File: src/rtl/qom_pkg.sv
// Shared types and codes for the quote order matcher.
package qom_pkg;

	localparam int PRICE_W = 24;
	localparam int QTY_W   = 20;
	localparam int COST_W  = 44;
	localparam int DQ_W    = 24;
	localparam int DC_W    = 56;
	localparam int SYM_W   = 4;
	localparam int EXCH_W  = 2;
	localparam int IDX_W   = 5;
	localparam int CNT_W   = 6;

	localparam logic [1:0] KIND_LOAD = 2'd0;
	localparam logic [1:0] KIND_FILL = 2'd1;
	localparam logic [1:0] KIND_SUM  = 2'd2;

	localparam logic CMD_LOAD  = 1'b0;
	localparam logic CMD_QUOTE = 1'b1;

	localparam logic SIDE_BID = 1'b0;

	typedef struct packed {
		logic               side;
		logic [SYM_W-1:0]   sym;
		logic [PRICE_W-1:0] limit;
		logic [QTY_W-1:0]   qty;
		logic [QTY_W-1:0]   filled;
		logic [COST_W-1:0]  cost;
	} order_t;

	typedef struct packed {
		logic               side;
		logic [SYM_W-1:0]   sym;
		logic [PRICE_W-1:0] price;
		logic [QTY_W-1:0]   rem;
	} quote_t;

	typedef struct packed {
		logic              hit;
		logic              full;
		logic [QTY_W-1:0]  deal;
	} fill_t;

endpackage

File: src/rtl/qom_cell.sv
// One order slot of the circulating order chain.
module qom_cell
	import qom_pkg::*;
(
	input  logic   clk,
	input  logic   shift,
	input  logic   load_en,
	input  order_t load_order,
	input  order_t from_next,
	output order_t order
);

	order_t order_q;

	// payload only: no reset needed
	always_ff @(posedge clk) begin
		if (load_en) begin
			order_q <= load_order;
		end else if (shift) begin
			order_q <= from_next;
		end
	end

	assign order = order_q;

endmodule

File: config.mk
export PLATFORM = sky130hd
export DESIGN_NAME = qom_cell
export DESIGN_NICKNAME = d
export VERILOG_FILES = /design/src/rtl/qom_pkg.sv /design/src/rtl/qom_cell.sv
export SDC_FILE = /design/constraint.sdc
export NUM_CORES = 1
export LEC_CHECK = 0
export BUFFER_PORTS_ARGS = -buffer_cell sky130_fd_sc_hd__buf_4
export CORE_AREA = 2 2 133 135
export CTS_CLUSTER_SIZE = 30
export DETAILED_ROUTE_END_ITERATION = 7
export DIE_AREA = 0 0 135 137
export PLACE_DENSITY = 0.67
export REMOVE_ABC_BUFFERS = 1
export SLEW_MARGIN = 0
export SYNTH_ARGS = -nofsm -noshare
export SYNTH_HDL_FRONTEND = slang
export SYNTH_SLANG_ARGS = --single-unit
File: constraint.sdc
create_clock -name clk -period 5.7 [get_ports clk]
set_input_delay 0.285 -clock clk [delete_from_list [all_inputs] [get_ports clk]]
set_output_delay 0.285 -clock clk [all_outputs]
set_load 0.01 [all_outputs]
### Word level (Yosys, flattened, before mapping)

Cells that the tools add are included.

| operators by class | value |
|---|---|
| mux-type cells | 2 |
| add/sub/neg operators | 0 |
| equality and inequality tests | 0 |
| div/mod/pow operators | 0 |
| multipliers | 0 |
| magnitude comparators | 0 |
| reductions and logical operators | 1 |
| bitwise logic cells | 0 |
| shift operators | 0 |

Operator list:

| kind | number |
|---|---|
| $mux 113 | 2 |
| $reduce_bool 2->1 | 1 |

| storage, ports and cells | value |
|---|---|
| latch bits | 0 |
| flip-flop bits (word level) | 113 |
| memory bits (writable) | 0 |
| memories | 0 |
| memory bits (read-only) | 0 |
| bits of input ports | 229 |
| output and inout port bits | 113 |

### Logic depth before layout (Yosys ltp)

Gate-level depths: netlist of the first run.

| depth | value |
|---|---|
| depth after elaboration | 2 |
| depth in mapped cells | 4 |
| gate-level depth less buffers | 1 |

### Worst setup path before layout of the first run

Ideal clock, no wire load.

| timing | value |
|---|---|
| kind | in2reg |
| from | input load_en |
| to | register order_q (netlist bit order[0]), enable pin |
| setup time | 479 ps |
| data required time | 5,221 ps |
| arrival time | 3,182 ps |
| buffers on the path | 3 |
| setup slack | 2,039 ps |
| stages on the path | 4 |
| cells stage by stage | buf_6 > buf_6 > buf_6 > or2_1 |

| between the ends | value |
|---|---|
| cells in the longest elaborated chain, start to end | 1 |

Ends and longest elaborated chain:

| what | line | source |
|---|---|---|
| from (decl) | qom_cell.sv:7 | `input logic load_en,` |
| $reduce_bool 2->1 (no source line) | - |  |
| to (signal assigned) | qom_cell.sv:18 | `order_q <= load_order;` |
| to (signal assigned) | qom_cell.sv:20 | `order_q <= from_next;` |
| to (decl) | qom_cell.sv:13 | `order_t order_q;` |

Every way passes these cells.
A chain may end at the register's enable or synchronous reset.

### Worst setup path in the final report of the first run

| timing | value |
|---|---|
| from | input load_en |
| to | register order_q (netlist bit order[26]), enable pin |

The elaborated chain is that of the path after synthesis.

==> summary.md, run 1 <==
| Metric | Value |
|---|---|
| Share of post-route cells with drive strength above 1 | 0.797 |
| Row cnt | 48 |
| Crit path max-delay cell type | or2_4 |
| Peak VDD IR | 0.000174 V |
| TNS Setup | 0 ns |
| Synth top area share | 0.677 |
| Detailed Route Iter0 Violations | 106 |
| Die W | 135 um |
| CTS max path bufs | 2 |
| Count of input and output buffers | 341 |
| Top cells by area, synth | edfxtp_1 (68%), mux2_4 (18%), mux2_2 (12%), buf_6 (1.8%), buf_2 (0.50%) |
| Worst path required time | 5.73 ns |
| RSZ-0062 raised after global routing | no |
| WP buf/inv | 2 |
| Largest register FFs | 113 |
| Total gr overflow | 0 |
| Initial Util | 0.294 |
| Final total power | 0.00246 W |
| Cts hold-fix bufs | 0 |
| Pin count of the biggest net entering global routing | 59 |
| WL final | 14.0 mm |
| Final ANT Viol Nets | 0 |
| Post-layout nets | 818 |
| F_max | 440 MHz |
| Synthesis-to-finish area growth | 65.5% |
| First-pass GRT wire length | 19.8 mm |
| Clock-pin slew of the registers on the worst-case setup and hold paths | 0.05 ns |
| Final hold violation count | 0 |
| Core box area | 17100 um^2 |
| Initial antenna violation count | 0 |
| H-tree levels | 4 |
| Unique masters post-synth | 6 |
| Post-CTS Resized | 0 |
| GR peak layer | met2 |
| Post-synthesis register bit count | 113 |
| Crit path cell chain | buf_6 -> or2_4 -> buf_4 |
| DIE HEIGHT | 137 um |
| Mapped Cells | 240 |
| CTS tree | built |
| Met1 Use GR | 0.144 |
| Drt via density | 4.24 |
| Slew Viols, Final | 0 |
| Clock buffer count from CTS | 17 |
| Ports | 342 |
| Worst rel slew slack | 0.386 |
| Largest stage delay on the critical path | 0.73 ns |
| Power Density | 297 nW/um^2 |
| Number of global-route vias before repair | 3749 |
| CTS Root Buffer Type | clkbuf_16 |
| Worst slew pin tran | 0.921 ns |
| Die area | 18500 um^2 |
| Outcome | complete, no violations |
| Gr usage total | 0.145 |
| Cell Area, Synth | 5010 um^2 |
| WS Path Type | input port to register |
| Crit. End Element | register |
| CTS Sinks | 113 |
| CP delay by family, top | buffers and inverters |
| Period utilisation layout | 0.399 |
| DRC viols | 0 |
| M3 GR Usage | 0.0656 |
| Routed WL per cell | 16.9 um |
| Leak pwr | 3.76 nW |
| # diodes | 0 |
| Final core utilization | 0.486 |
| Post-CTS Setup Inserts | 0 |
| TritonRoute pass-1 iters | 4 |
| Hold WC Path Type | input port to register |
| DR vias | 3501 |
| Syn Area/Cell | 20.9 um^2 |
| GR Layer Usage met2 | 0.260 |
| Sequential fraction of the synthesis area | 0.677 |
| Worst hold margin | 0.180 ns |
| Min Tclk post-route | 2.27 ns |
| Synth area leader | edfxtp_1 |
| Crit-path max FO | 58 |
| Final Setup Violations | 0 |
| Arrival time worst endpoint | 2.30 ns |
| Placer Congestion | 0.747 |
| Setup crit start kind | input port |
| Total of warnings raised by yosys | 0 |
| Max-cap violation count | 0 |
[where the power goes]
part	leakage, nW	total, W	internal [W]	switching, W
Combinational	2.35	0.000444	0.000279	0.000165
Clock	0.262	0.000970	0.000629	0.000341
Sequential	1.15	0.00105	0.00102	0.0000267
Total	3.76	0.00246	0.00193	0.000533
[final cells by class]
| class | instances | area [um^2] |
|---|---|---|
| clock buffers | 21 | 440 |
| fillers | 1520 | 8770 |
| multi-input cells | 114 | 1500 |
| clock inverters | 10 | 93.8 |
| repair buffers | 343 | 2580 |
| well taps | 225 | 282 |
| flip-flops and latches | 113 | 3390 |
[stage by stage]
step	instance area, um^2	std cells	setup WS (ns)
floorplan	4890	227	2.45
global placement	7760	795	3.06
detailed placement	7760	795	2.94
CTS	8290	826	3.38
global route	8290	826	3.26
finish	8290	826	3.43
[cells in the mapped netlist]
cell      count
buf_2         5
buf_6         8
edfxtp_1    113
mux2_2       54
mux2_4       59
or2_1         1
[cells by family after synthesis]
kind of cell           count (synthesis)  share of synthesized area
multiplexers                         113                      0.298
flip-flops                           113                      0.677
buffers and inverters                 13                     0.0230
AND/OR/NAND/NOR                        1                    0.00125
[worst paths after layout]
path / startpoint / end / slack, ns / cells past startpoint
hold / removal: load_order[67] / order[67] / 0.18 / 2
setup / recovery: load_en / order[26] / 3.43 / 3
[routing by layer]
layer | wire length (um) | vias to the layer above
met2 | 7400 | 206
li1 | - | 1647
met3 | 1500 | 20
met1 | 4770 | 1628
met5 | 0 | -
met4 | 320 | 0
[cell usage in the layout (no fill, tap or decap)]
master     count
buf_4        342
edfxtp_1     113
mux2_4        59
mux2_2        54
clkbuf_16     17
clkinv_1       5
clkbuf_1       4
clkinv_2       3
bufinv_16      2
or2_4          1
buf_6          1
(Power assumes the default switching activity.)
==> inputs of run 2 (changes only) <==
- PLACE_DENSITY: 0.67 -> 0.69
- clock period: 5.7 -> 2 ns (I/O delays scaled with it)
==> summary.md, run 2 <==
| Metric | Value |
|---|---|
| Post-CTS Setup Inserts | 0 |
| Stop Error | [ERROR RSZ-0060] Max buffer count reached. |
| Post-synth EDFFs | 113 |
| Post-synth top flop | edfxtp_1 |
| Synth Area in Compound Gates | 0 |
| Clock buffer count from CTS | 17 |
| Unique masters post-synth | 6 |
| DIE HEIGHT | 137 um |
| Post-DP HPWL | 10.9 mm |
| Placer Congestion | 0.804 |
| Sequential fraction of the synthesis area | 0.677 |
| Simple-gate share of the synthesized area | 0.00125 |
| List of most frequent post-synthesis cells | edfxtp_1 (113), mux2_4 (59), mux2_2 (54) |
| Syn Area/Cell | 20.9 um^2 |
| CTS max path bufs | 2 |
| H-tree levels | 4 |
| Synth area leader | edfxtp_1 |
| XOR/XNOR Fraction of Synth Area | 0 |
| Count of input and output buffers | 341 |
| Dpl cell area | 7850 um^2 |
| Total of warnings raised by yosys | 0 |
| CTS Sinks | 113 |
| Count leader, synth | edfxtp_1 |
| Post-synthesis register bit count | 113 |
| CTS Root Buffer Type | clkbuf_16 |
| Main combinational cell family by area after synthesis | multiplexers |
| Top cells by area, synth | edfxtp_1 (68%), mux2_4 (18%), mux2_2 (12%), buf_6 (1.8%), buf_2 (0.50%) |
| Mapped Cells | 240 |
| Die W | 135 um |
| Ports | 342 |
| Outcome | stopped before the end |
| Initial Util | 0.294 |
| Asr flop ratio synth | 0 |
| Failed at | clock tree synthesis (4_1_cts) |
| Mux cell area share after synthesis | 0.298 |
| Cts hold-fix bufs | 168 |
| Post-CTS Resized | 0 |
| Adder and majority cell fraction of the synthesized area | 0 |
| Cell Area, Synth | 5010 um^2 |
| Placed insts | 802 |
| Synth top area share | 0.677 |
| Row cnt | 48 |
[run 2: cell counts after synthesis]
Identical to the previous run, type by type.
[run 2: kinds of logic after synthesis]
group                  count (synthesis)
multiplexers                         113
AND/OR/NAND/NOR                        1
buffers and inverters                 13
flip-flops                           113
[run 2: stage by stage]
stage,setup TNS (ns),worst slack [ns]
after detailed placement,0,0.619
after global placement,0,0.654
after floorplan,-119.98,-1.06
==> inputs of run 3 (changes only) <==
- CTS_CLUSTER_SIZE: 30 -> unset
- PLACE_DENSITY: 0.69 -> unset
- PLACE_DENSITY_LB_ADDON: unset -> 0.15
- clock period: 2 -> 2.6 ns (I/O delays scaled with it)
==> summary.md, run 3 (same netlist as run 1, synthesis figures left out) <==
| Metric | Value |
|---|---|
| CTS tree | built |
| DRC viols | 0 |
| Initial Util | 0.294 |
| Gr usage total | 0.162 |
| Total gr overflow | 0 |
| CTS max path bufs | 2 |
| Slew Viols, Final | 0 |
| Crit path from | load_en |
| Row cnt | 48 |
| CTS Root Buffer Type | clkbuf_16 |
| TritonRoute pass-1 iters | 4 |
| Post-place setup slack | 0.992 ns |
| Post-CTS Setup Inserts | 0 |
| DR vias | 4047 |
| H-tree levels | 4 |
| Crit path cell chain | buf_6 -> buf_12 -> mux2_2 -> dlygate4sd3_1 |
| Post-CTS Resized | 0 |
| DIE HEIGHT | 137 um |
| Post-DP HPWL | 11.1 mm |
| Hold path cells | 2 |
| Leak pwr | 4.35 nW |
| Worst rel slew slack | 0.697 |
| Post-layout nets | 942 |
| Power Density | 625 nW/um^2 |
| WS Path Type | input port to register |
| Crit-path max FO | 54 |
| Pin count of the biggest net entering global routing | 55 |
| Arrival time worst endpoint | 1.79 ns |
| Die W | 135 um |
| Hold WC Path Type | input port to register |
| Final core utilization | 0.567 |
| Peak VDD IR | 0.000421 V |
| Initial antenna violation count | 0 |
| Crit. path cell count | 4 |
| Largest stage delay on the critical path | 0.57 ns |
| Commonest non-fill, non-tap cell in the layout | buf_4 |
| Clock-pin slew of the registers on the worst-case setup and hold paths | 0.05 ns |
| Min Tclk post-route | 1.64 ns |
| Setup crit start kind | input port |
| WL final | 15.4 mm |
| TNS Setup | 0 ns |
| First-pass GRT wire length | 22.0 mm |
| Detailed Route Iter0 Violations | 150 |
| Drt via density | 4.26 |
| Share of post-route cells with drive strength above 1 | 0.671 |
| F_max | 611 MHz |
| Count of input and output buffers | 341 |
| Commonest non-fill, non-tap cells in the layout | buf_4 (343), dlygate4sd3_1 (120), edfxtp_1 (113), mux2_4 (59), mux2_2 (54) |
| Placer Congestion | 0.782 |
| Die area | 18500 um^2 |
| Final total power | 0.00605 W |
| Clock buffer count from CTS | 17 |
| CP delay by family, top | buffers and inverters |
| WP buf/inv | 3 |
| Synthesis-to-finish area growth | 93.2% |
| Period utilisation layout | 0.630 |
| # diodes | 0 |
| Largest register FFs | 113 |
| Max-cap violation count | 0 |
| Crit path max-delay cell type | dlygate4sd3_1 |
| Core box area | 17100 um^2 |
| Placed insts | 799 |
| Worst path required time | 2.76 ns |
| Worst Hold Launch | from_next[30] |
| Routed WL per cell | 16.2 um |
| Final setup margin | 0.963 ns |
| Finished Layout Cells | 951 |
| Number of global-route vias before repair | 4296 |
| CTS Sinks | 113 |
| Outcome | complete, no violations |
| Crit. End Element | register |
| Ports | 342 |
| Worst slew pin tran | 0.455 ns |
| Final ANT Viol Nets | 0 |
| Cts hold-fix bufs | 120 |
| RSZ-0062 raised after global routing | no |
| Final hold violation count | 0 |
| Final Setup Violations | 0 |
==> run 3: cell type report <==
class / count / area, um^2
clock buffer: 20 / 437
clock inverter: 12 / 213
fill: 1432 / 7380
multi-input combinational: 114 / 1500
sequential: 113 / 3390
tap: 225 / 282
timing repair buffer: 467 / 3850
==> run 3: final timing paths <==
check | to | slack, ns
max | order[41] | 0.96
min | order[30] | 0.02
==> run 3: power breakdown <==
part	switching, W	total, W	internal [W]	leakage, nW
combinational	0.000394	0.00116	0.000764	2.88
clock	0.000809	0.00259	0.00178	0.311
sequential	0.0000541	0.00229	0.00224	1.15
==> run 3: through the flow <==
stage | hold WS, ns | area [um^2]
floorplan | 0.347 | 4890
global placement | 0.431 | 7820
detailed placement | 0.433 | 7820
CTS | 0.0000683 | 9670
global route | 0.000736 | 9670
finish | 0.0195 | 9670
==> run 3: per-layer routing <==
layer | share of wire | routed length, um | up-vias | GRT usage
met3 | 0.094 | 1450 | 34 | 0.0633
li1 | - | - | 1893 | -
met4 | 0.035 | 543 | 0 | 0.0938
met5 | 0 | 0 | - | 0
met1 | 0.33 | 5080 | 1910 | 0.148
met2 | 0.54 | 8370 | 210 | 0.302
