[src/rtl/qom_pkg.sv]
// Shared types and codes for the quote order matcher.
package qom_pkg;

	localparam int PRICE_W = 24;
	localparam int QTY_W   = 20;
	localparam int COST_W  = 44;
	localparam int DQ_W    = 24;
	localparam int DC_W    = 56;
	localparam int SYM_W   = 4;
	localparam int EXCH_W  = 2;
	localparam int IDX_W   = 5;
	localparam int CNT_W   = 6;

	localparam logic [1:0] KIND_LOAD = 2'd0;
	localparam logic [1:0] KIND_FILL = 2'd1;
	localparam logic [1:0] KIND_SUM  = 2'd2;

	localparam logic CMD_LOAD  = 1'b0;
	localparam logic CMD_QUOTE = 1'b1;

	localparam logic SIDE_BID = 1'b0;

	typedef struct packed {
		logic               side;
		logic [SYM_W-1:0]   sym;
		logic [PRICE_W-1:0] limit;
		logic [QTY_W-1:0]   qty;
		logic [QTY_W-1:0]   filled;
		logic [COST_W-1:0]  cost;
	} order_t;

	typedef struct packed {
		logic               side;
		logic [SYM_W-1:0]   sym;
		logic [PRICE_W-1:0] price;
		logic [QTY_W-1:0]   rem;
	} quote_t;

	typedef struct packed {
		logic              hit;
		logic              full;
		logic [QTY_W-1:0]  deal;
	} fill_t;

endpackage

[src/rtl/qom_match.sv]
// Match unit at the head of the chain: prices one order against the quote.
module qom_match
	import qom_pkg::*;
(
	input  logic   enable,
	input  order_t head,
	input  quote_t quote,
	output order_t updated,
	output fill_t  fill
);

	logic             price_ok;
	logic [QTY_W-1:0] open_qty;

	always_comb begin
		price_ok = (quote.side == SIDE_BID) ? (quote.price >= head.limit)
		                                    : (quote.price <= head.limit);
		open_qty = head.qty - head.filled;
		fill.hit = enable && (head.sym == quote.sym) && (head.side != quote.side)
		           && price_ok && (head.filled < head.qty);
		fill.full = quote.rem <= open_qty;
		fill.deal = fill.full ? quote.rem : open_qty;
		updated = head;
		if (fill.hit) begin
			updated.filled = head.filled + fill.deal;
		end
	end

endmodule

[config.mk]
export PLATFORM = sky130hd
export DESIGN_NAME = qom_match
export DESIGN_NICKNAME = d
export VERILOG_FILES = /design/src/rtl/qom_pkg.sv /design/src/rtl/qom_match.sv
export SDC_FILE = /design/constraint.sdc
export NUM_CORES = 1
export LEC_CHECK = 0
export BUFFER_PORTS_ARGS = -buffer_cell sky130_fd_sc_hd__buf_4
export CAP_MARGIN = 30
export CORE_AREA = 3 3 113 115
export DETAILED_ROUTE_END_ITERATION = 16
export DIE_AREA = 0 0 116 118
export PLACE_DENSITY_LB_ADDON = 0.05
export SLEW_MARGIN = 20
export SYNTH_ARGS = -nofsm -noshare
export SYNTH_HDL_FRONTEND = slang
export SYNTH_SLANG_ARGS = --single-unit
[constraint.sdc]
create_clock -name vclk -period 33
set_input_delay 8.25 -clock vclk [all_inputs]
set_output_delay 8.25 -clock vclk [all_outputs]
set_load 0.03 [all_outputs]
## Word-level counts from Yosys, hierarchy flattened

Index checks and enable logic that the tools add are counted.

| storage, ports and cells | value |
|---|---|
| output and inout bits | 135 |
| word-level logic and storage cells | 15 |
| bits in registers | 0 |
| input port bits | 163 |

| cells by class | value |
|---|---|
| eq/ne operators | 2 |
| order comparisons | 4 |
| $add $sub $neg | 2 |
| muxes and demuxes | 3 |
| reductions and logical operators | 4 |

Operators with widths:

| cell | number |
|---|---|
| 2-to-1 mux 20 bit | 2 |
| >= comparator 24 bit | 1 |
| less-or-equal comparator 24 bit | 1 |
| adder 20 bit | 1 |
| less-or-equal comparator 20 bit | 1 |
| less-than comparator 20 bit | 1 |
| subtractor 20 bit | 1 |
| equality test 4 bit | 1 |
| logical AND 1 bit | 4 |
| 2-to-1 mux 1 bit | 1 |
| inequality test 1 bit | 1 |

## Logic depth before layout (Yosys ltp)

Gate-level depths: netlist of the first run.

| depth | value |
|---|---|
| word-level depth | 6 |
| depth in mapped cells | 32 |
| depth with buffers taken out | 30 |

## Worst setup path before layout of the first run

Ideal clock, no wire load.

| path | value |
|---|---|
| path kind | input to output |
| start point | input port head[64] (netlist bit) |
| end point | output port updated[63] (netlist bit) |
| data arrival time | 14.592 ns |
| stages | 31 |
| slack | 10.158 ns |
| data required time | 24.750 ns |
| cells stage by stage | inv_1 -> ha_1 -> fa_1 -> nor2b_1 -> o21a_1 -> o21ai_1 -> a21oi_1 -> o211ai_1 -> a31oi_1 -> nor2_1 -> a311oi_1 -> ha_1 -> nand4_1 -> nor3_1 -> a221oi_1 -> o21ai_1 -> o21ai_1 -> clkbuf_1 -> clkbuf_1 -> nand2_1 -> o21ai_1 -> ha_1 -> a2111oi_0 -> o21ai_1 -> a41oi_2 -> o21ai_1 -> a31o_1 -> a31oi_1 -> or3_1 -> a221oi_2 -> xnor2_1 |

RTL lines:

| what | RTL line | text |
|---|---|---|
| from (decl) | qom_match.sv:6 | `input order_t head,` |
| to (decl) | qom_match.sv:8 | `output order_t updated,` |

==> key figures, run 1 <==
Setup path
  • CP Max Fanout: 25
  • Crit path from: head[44]
  • Worst setup path endpoint: updated[62]
  • Stages on worst setup path: 32
  • CP endpoint kind: output pin
  • WP buf/inv: 3
  • Crit path max-delay family: compound AO/OA/AOI/OAI gates
  • Crit Path Class: input pin to output pin
  • CP max-delay cell: o31ai_1
  • Critical path arrival: 15.26 ns
  • Most common cell on crit path: a21oi_1
  • Max incr delay on CP: 0.66 ns
  • Worst path required time: 24.75 ns
  • Critical Path Source Type: input pin

Synthesis
  • Cells after synthesis: 575
  • Seq/Total Area, Yosys: 0%
  • Syn avg cell area: 7.22 µm²
  • Synth unique cells: 56
  • Mapped Area: 4150 µm²
  • Top post-synthesis cells by area: ha_1 25%, buf_4 17%, inv_1 5.2%
  • Area share of the largest cell type after synthesis: 25.0%
  • Ys Warns: 0
  • Mapped Nets: 823
  • Post-synth top area cell: ha_1

Drt
  • First-pass detailed-route iteration total: 4
  • Drt first-iter violations: 163
  • Vias: 4,309
  • WL per Instance: 15.8 µm
  • Drt via density: 5.16
  • Antenna Nets Post-Route: 0
  • DRC errors left: 0
  • WL final: 13,200 µm

Clocking
  • CTS-repair resized insts: 0
  • Hold-fix buffer count after cts: 0
  • Post-CTS Setup Bufs: 0

Floorplan
  • CORE AREA: 11,900 µm²
  • Die footprint: 13,700 µm²
  • I/O pins: 298
  • Std-Cell Rows: 40
  • Initial Utilization: 34.9%
  • Die height: 118 µm
  • Die width: 116 µm

Final layout
  • Final cell count without fillers: 835
  • Multi-input logic area: 3220 µm²
  • Final core utilization: 43.7%
  • Share of cells above drive strength 1: 32.3%
  • Sequential Area: 0 µm²
  • Fill cells: 1,253
  • Sequential cell count: 0
  • Clock buffers: 0
  • Final-stage net count: 938
  • Most frequent cells in the layout: 212 x buf_4, 83 x ha_1, 58 x inv_1, 40 x a21oi_1, 38 x nand2_1
  • Ant. Diodes: 0
  • Area Overhead vs Synth: 25.5%
  • Most common cell after layout, fill and taps aside: buf_4

STA
  • Setup-failing EPs final: 0
  • Final worst-path cycle share: 71.2%
  • Fmax achieved: 42.5 MHz
  • Post-route minimum period: 23.51 ns
  • RSZ-0062 raised after global routing: no
  • Max_slew headroom: 50.6%
  • Setup_tns: 0 ns
  • Hold Fails Final Rpt: 0
  • Worst slew pin tran: 0.734 ns
  • Pins Over Slew Limit: 0

Global routing
  • Largest net degree at the start of global routing: 26
  • Number of global-route vias before repair: 4,208
  • First-pass GRT wire length: 20,500 µm
  • Grt ovf: 0
  • Antenna violations before repair: 0
  • GRT Total Usage: 17.9%

Power and ir drop
  • Int Power: 0.0000780 W
  • Pwr dens: 36.0 nW/µm²
  • Reg power frac: 0%
  • Logic gate share of total power: 100.0%
  • Sw Share: 58.4%
  • Clk network pwr share: 0%
  • Peak VDD IR: 25.3 µV
  • Net Switching: 0.000110 W
  • Leakage: 2.77 nW

Placement
  • Final HPWL DP: 11,900 µm
  • RePlAce Congestion: 0.851
  • Dpl cells: 835
  • Port Buf Inserts: 210

Run
  • MaxCap Viol Count: 0

Min path
  • Worst hold path type: input pin to output pin

Outcome
  • Status: finished, final reports clean
==> cell type report <==
| cell class | count | share of cell area (%) |
|---|---|---|
| timing repair buffer | 212 | 30.6 |
| multi-input combinational | 418 | 61.7 |
| inverter | 58 | 4.18 |
| tap | 147 | 3.53 |
==> kinds of logic after synthesis <==
kind of cell	count (synthesis)	share of synthesized area [%]
adders and majority gates	85	26.0
and+or+nand+nor	118	14.0
muxes	20	4.91
xor gates and xnor gates	35	7.38
buffers and inverters	157	22.7
AOI/OAI and AO/OA	160	25.0
==> power groups by stage <==
| stage | Clock (W) | Sequential [W] | Combinational [W] |
|---|---|---|---|
| CTS | 0 | 0 | 0.000189 |
| finish | 0 | 0 | 0.000188 |
| global placement | 0 | 0 | 0.000188 |
| global route | 0 | 0 | 0.000208 |
| floorplan | 0 | 0 | 0.000143 |
| detailed placement | 0 | 0 | 0.000188 |
==> through the flow <==
| stage | hold WS [ns] | setup WS, ns | total power, W | instance area (µm²) |
|---|---|---|---|---|
| 3_5_place_dp | 16.50 | 9.48 | 0.000188 | 5210 |
| 3_3_place_gp | 16.50 | 9.67 | 0.000188 | 5210 |
| 5_1_grt | 16.50 | 8.79 | 0.000208 | 5210 |
| 6_report | 16.50 | 9.49 | 0.000188 | 5210 |
| 4_1_cts | 16.50 | 9.44 | 0.000189 | 5210 |
| 2_1_floorplan | 16.63 | 10.16 | 0.000143 | 4150 |
==> per-layer routing <==
metal / global-route usage (%) / routed length (µm) / vias up
met1: 22.6 / 5690 / 1943
met2: 32.3 / 6350 / 161
met4: 3.77 / 317 / 0
met3: 1.95 / 855 / 24
li1: - / - / 2181
met5: 0 / 0 / -
==> how the worst min path moves through the flow <==
stage / start / end / slack (ns) / cells past startpoint
after floorplan: head[0] / updated[0] / 16.63 / 1
after global placement: head[14] / updated[14] / 16.50 / 0
after detailed placement: head[14] / updated[14] / 16.50 / 0
after CTS: head[14] / updated[14] / 16.50 / 0
after global routing: head[13] / updated[13] / 16.50 / 0
final: head[12] / updated[12] / 16.50 / 0
==> synthesized netlist by cell type (2+ instances only) <==
| master | number |
|---|---|
| mux2i_1 | 17 |
| fa_1 | 2 |
| a211oi_1 | 6 |
| a2111oi_0 | 2 |
| o21ai_1 | 29 |
| or3_1 | 6 |
| and4_1 | 2 |
| nand4_1 | 12 |
| nor2_1 | 21 |
| a31oi_1 | 3 |
| nand2b_1 | 7 |
| a21o_1 | 21 |
| nor4_1 | 2 |
| a21oi_1 | 41 |
| clkbuf_1 | 4 |
| o21a_1 | 5 |
| o31ai_1 | 2 |
| nor2b_1 | 4 |
| nor3_1 | 7 |
| and3_1 | 3 |
| nand2_1 | 38 |
| or2_2 | 2 |
| ha_1 | 83 |
| nand3_1 | 9 |
| inv_1 | 58 |
| o211ai_1 | 5 |
| xnor2_1 | 22 |
| buf_4 | 94 |
| a21boi_0 | 2 |
| o31a_1 | 4 |
| mux2_1 | 3 |
| o21bai_1 | 8 |
| xor2_1 | 13 |
| o21ai_0 | 16 |
Note: power is estimated with default switching activity, not from simulation.
==> run 2, diff against run 1 <==
--- a/config.mk
+++ b/config.mk
@@ -7,9 +7,9 @@
 export LEC_CHECK = 0
 export BUFFER_PORTS_ARGS = -buffer_cell sky130_fd_sc_hd__buf_4
 export CAP_MARGIN = 30
-export CORE_AREA = 3 3 113 115
+export CORE_AREA = 3 3 114 116
 export DETAILED_ROUTE_END_ITERATION = 16
-export DIE_AREA = 0 0 116 118
+export DIE_AREA = 0 0 117 119
 export PLACE_DENSITY_LB_ADDON = 0.05
 export SLEW_MARGIN = 20
 export SYNTH_ARGS = -nofsm -noshare
==> constraint.sdc (replaced) <==
create_clock -name vclk -period 19.17
set_input_delay 4.7925 -clock vclk [all_inputs]
set_output_delay 4.7925 -clock vclk [all_outputs]
set_load 0.03 [all_outputs]
==> run 2 against run 1 <==
Effect of this change: flip-flop and latch count is the same; global-route usage rose by 0.12 points; combinational power up 73%; routed wire length is 3.3% higher; power is 74% higher; count of clock-buffer cells in the layout did not move; core utilization is 0.36 points lower; critical path depth down 1.
==> key figures, run 2 (synthesis results as in run 1) <==
Setup path
  • CP max-delay cell: fa_1
  • Max incr delay on CP: 0.41 ns (-0.25 ns)
  • Critical path arrival: 11.71 ns (-3.55 ns)
  • Critical Path Source Type: input pin
  • CP Max Fanout: 31 (+24%)
  • Most common cell on crit path: o21ai_1
  • CP endpoint kind: output pin
  • Crit path max-delay family: compound AO/OA/AOI/OAI gates
  • Crit Path Class: input pin to output pin
  • WP buf/inv: 3 (unchanged)
  • Worst path required time: 14.38 ns (-10.37 ns)

Final layout
  • Final cell count without fillers: 835 (unchanged)
  • Final-stage net count: 938 (unchanged)
  • Most frequent cells in the layout: 212 x buf_4, 83 x ha_1, 58 x inv_1, 40 x a21oi_1, 38 x nand2_1
  • Area Overhead vs Synth: 25.5% (unchanged)
  • Most common cell after layout, fill and taps aside: buf_4
  • Ant. Diodes: 0 (unchanged)
  • Post-route cell area: 5210 µm² (unchanged)
  • Sequential cell count: 0 (unchanged)
  • Sequential Area: 0 µm² (unchanged)
  • Share of cells above drive strength 1: 32.3% (unchanged)
  • Clock buffers: 0 (unchanged)
  • Fill cells: 1,270 (+1.4%)

STA
  • Fmax achieved: 60.6 MHz
  • Final worst-path cycle share: 86.1%
  • RSZ-0062 raised after global routing: no
  • Max_slew headroom: 40.9% (-9.7 points)
  • Crit path setup slack, layout: 2.67 ns (-6.82 ns)
  • Hold Fails Final Rpt: 0 (unchanged)
  • Setup_tns: 0 ns (unchanged)
  • Setup-failing EPs final: 0 (unchanged)
  • Worst slew pin tran: 0.887 ns (+0.152 ns)
  • Hold Worst Slack: 9.59 ns (-6.91 ns)
  • Post-route minimum period: 16.50 ns
  • Pins Over Slew Limit: 0 (unchanged)

Clocking
  • CTS-repair resized insts: 0 (unchanged)
  • Hold-fix buffer count after cts: 0 (unchanged)
  • Post-CTS Setup Bufs: 0 (unchanged)

Floorplan
  • I/O pins: 298 (unchanged)
  • Initial Utilization: 34.6% (-0.29 points)
  • CORE AREA: 12,000 µm² (+0.84%)
  • Std-Cell Rows: 40 (unchanged)
  • Die height: 119 µm (+0.85%)
  • Die width: 117 µm (+0.86%)
  • Die footprint: 13,900 µm² (+1.7%)

Drt
  • Drt first-iter violations: 119 (-27%)
  • Drt via density: 5.11 (-0.93%)
  • First-pass detailed-route iteration total: 4 (unchanged)
  • Antenna Nets Post-Route: 0 (unchanged)
  • WL per Instance: 16.3 µm (+3.3%)
  • DRC errors left: 0 (unchanged)
  • WL final: 13,700 µm (+3.3%)
  • Vias: 4,269 (-0.93%)

Power and ir drop
  • Peak VDD IR: 47.9 µV (+89%)
  • Leakage: 2.77 nW (unchanged)
  • Pwr dens: 62.5 nW/µm² (+74%)

Global routing
  • Largest net degree at the start of global routing: 32 (+23%)
  • GRT Total Usage: 18.0% (+0.12 points)
  • Number of global-route vias before repair: 4,183 (-0.59%)
  • Antenna violations before repair: 0 (unchanged)
  • First-pass GRT wire length: 20,600 µm (+0.77%)
  • Grt ovf: 0 (unchanged)

Outcome
  • Status: finished, final reports clean

Placement
  • Port Buf Inserts: 210 (unchanged)
  • Final HPWL DP: 12,400 µm (+3.7%)
  • Dpl cells: 835 (unchanged)
  • Dpl ws: 2.69 ns (-6.79 ns)
  • Post-Place Cell Area: 5210 µm² (unchanged)
  • RePlAce Congestion: 0.874 (+2.8%)

Min path
  • Worst hold path type: input pin to output pin

Run
  • MaxCap Viol Count: 0 (unchanged)
## run 2: routing by layer
metal	track usage (%)	share of wire [%]	routed length [µm]
met1	22.3	41	5660
met2	33.7	50	6870
met3	2.13	7.0	958
met4	2.29	1.2	162
met5	0	0	0
## run 2: area by class of cell
| cell class | instances | area, µm² | area share (%) |
|---|---|---|---|
| multi-input cells | 418 | 3220 | 61.7 |
| repair buffers | 212 | 1590 | 30.6 |
| inverters | 58 | 218 | 4.18 |
| well taps | 147 | 184 | 3.53 |
## run 2: final timing paths
path	startpoint	endpoint	slack, ns	depth (start not counted)
worst min-delay path	head[0]	updated[0]	9.59	0
worst max-delay path	head[44]	updated[63]	2.67	31
## run 2: where the power goes
group | total (W) | switching [W] | internal (W) | leakage (nW)
clock | 0 | 0 | 0 | 0
combinational | 0.000326 | 0.000191 | 0.000134 | 2.77
sequential | 0 | 0 | 0 | 0
## run 2: metrics by stage
step                util, %  power, W
floorplan                 -  0.000246
global placement       43.4  0.000327
detailed placement     43.4  0.000327
CTS                    43.4  0.000328
global route           43.4  0.000361
finish                 43.4  0.000326
==> run 3, diff against run 2 <==
--- a/config.mk
+++ b/config.mk
@@ -11,6 +11,7 @@
 export DETAILED_ROUTE_END_ITERATION = 16
 export DIE_AREA = 0 0 117 119
 export PLACE_DENSITY_LB_ADDON = 0.05
+export REMOVE_ABC_BUFFERS = 1
 export SLEW_MARGIN = 20
 export SYNTH_ARGS = -nofsm -noshare
 export SYNTH_HDL_FRONTEND = slang
==> run 3 against run 2 <==
Effect of this change: critical path depth unchanged; non-clock buffer count is the same; count of clock-buffer cells in the layout did not move; combinational power barely moved; worst setup slack got worse by 0.17 ns; power up 0.18%; maximum frequency down 0.99%; sequential share of layout area is the same; core utilization unchanged; cell count did not move; global-route usage rose by 3.2 points; largest power group unchanged.
==> key figures, run 3 (synthesis results as in run 1) <==
Placement
  • Final HPWL DP: 14,500 µm (+17%)
  • Port Buf Inserts: 210 (unchanged)
  • Dpl ws: 2.48 ns (-0.209 ns)
  • RePlAce Congestion: 0.799 (-8.6%)

Drt
  • Drt first-iter violations: 134 (+13%)
  • First-pass detailed-route iteration total: 4 (unchanged)
  • Drt via density: 5.22 (+2.0%)
  • DRC errors left: 0 (unchanged)
  • WL per Instance: 19.0 µm (+16%)
  • Vias: 4,355 (+2.0%)
  • Antenna Nets Post-Route: 0 (unchanged)
  • WL final: 15,900 µm (+16%)

Power and ir drop
  • Peak VDD IR: 38.2 µV (-20%)
  • Pwr dens: 62.6 nW/µm² (+0.18%)
  • Power after layout: 0.000326 W (+0.18%)
  • Int Power: 0.000135 W (+0.29%)
  • Logic gate share of total power: 100.0% (about the same)
  • Leakage: 2.77 nW (unchanged)
  • Reg power frac: 0% (unchanged)
  • Clk network pwr share: 0% (unchanged)
  • Net Switching: 0.000191 W (about the same)
  • Sw Share: 58.7% (about the same)

STA
  • Final worst-path cycle share: 87.0% (+0.86 points)
  • RSZ-0062 raised after global routing: no
  • Crit path setup slack, layout: 2.50 ns (-0.166 ns)
  • Fmax achieved: 60.0 MHz (-0.99%)
  • Post-route minimum period: 16.67 ns (+0.166 ns)
  • Hold Fails Final Rpt: 0 (unchanged)
  • Max_slew headroom: 51.4% (+11 points)
  • Setup_tns: 0 ns (unchanged)
  • Worst slew pin tran: 0.725 ns (-0.162 ns)
  • Pins Over Slew Limit: 0 (unchanged)
  • Setup-failing EPs final: 0 (unchanged)

Final layout
  • Clock buffers: 0 (unchanged)
  • Sequential cell count: 0 (unchanged)
  • Ant. Diodes: 0 (unchanged)
  • Most frequent cells in the layout: 212 x buf_4, 83 x ha_1, 58 x inv_1, 40 x a21oi_1, 38 x nand2_1
  • Share of cells above drive strength 1: 32.3% (unchanged)
  • Final core utilization: 43.4% (unchanged)
  • Multi-input logic area: 3220 µm² (unchanged)
  • Fill cells: 1,240 (-2.4%)
  • Most common cell after layout, fill and taps aside: buf_4
  • Sequential Area: 0 µm² (unchanged)
  • Final-stage net count: 938 (unchanged)
  • Area Overhead vs Synth: 25.5% (unchanged)

Floorplan
  • Die height: 119 µm (unchanged)
  • I/O pins: 298 (unchanged)
  • Die width: 117 µm (unchanged)
  • CORE AREA: 12,000 µm² (unchanged)
  • Std-Cell Rows: 40 (unchanged)
  • Initial Utilization: 34.6% (unchanged)
  • Die footprint: 13,900 µm² (unchanged)

Global routing
  • Largest net degree at the start of global routing: 25 (-22%)
  • First-pass GRT wire length: 23,300 µm (+13%)
  • Number of global-route vias before repair: 4,397 (+5.1%)
  • Grt ovf: 0 (unchanged)
  • Antenna violations before repair: 0 (unchanged)
  • GRT Total Usage: 21.2% (+3.2 points)

Setup path
  • Crit Path Class: input pin to output pin
  • Worst path required time: 14.38 ns (about the same)
  • Most common cell on crit path: o21ai_1
  • Critical path arrival: 11.88 ns (+0.17 ns)
  • CP Max Fanout: 24 (-23%)
  • Crit path max-delay family: compound AO/OA/AOI/OAI gates
  • CP endpoint kind: output pin
  • Critical Path Source Type: input pin
  • WP buf/inv: 3 (unchanged)
  • CP max-delay cell: o21ai_2
  • Max incr delay on CP: 0.56 ns (+0.15 ns)

Min path
  • Worst hold path type: input pin to output pin

Clocking
  • Post-CTS Setup Bufs: 0 (unchanged)
  • CTS-repair resized insts: 0 (unchanged)
  • Hold-fix buffer count after cts: 0 (unchanged)

Outcome
  • Status: finished, final reports clean

Run
  • MaxCap Viol Count: 0 (unchanged)
==> run 3: cell counts in the layout (fill, tap and decap cells not counted) <==
No cell type changed its count.
==> run 3: worst paths after layout <==
check	start	to	slack, ns	cells after the start
worst max-delay path	head[44]	updated[63]	2.50	31
worst min-delay path	head[18]	updated[18]	9.59	0
==> run 3: layer usage <==
layer / wire [µm] / vias to the layer above / global-route usage, %
li1: - / 2188 / -
met1: 6840 / 1936 / 27.3
met2: 7010 / 223 / 34.4
met3: 1940 / 6 / 9.40
met4: 52 / 2 / 0.789
met5: 34 / - / 2.35
==> run 3: power groups by stage <==
stage / Combinational, W / Clock (W) / Sequential [W]
after global routing: 0.000359 / 0 / 0
after detailed placement: 0.000325 / 0 / 0
after CTS: 0.000327 / 0 / 0
after floorplan: 0.000209 / 0 / 0
final: 0.000326 / 0 / 0
after global placement: 0.000323 / 0 / 0
==> run 3: layout make-up <==
class,count,share of cell area (%)
inverters,58,4.18
well taps,147,3.53
multi-input cells,418,61.7
repair buffers,212,30.6
==> run 3: stage by stage <==
step	hold slack [ns]	cells	area, µm²
after floorplan	9.59	476	3430
after global placement	9.59	835	5210
after detailed placement	9.59	835	5210
after CTS	9.59	835	5210
after global routing	9.59	835	5210
final	9.59	835	5210
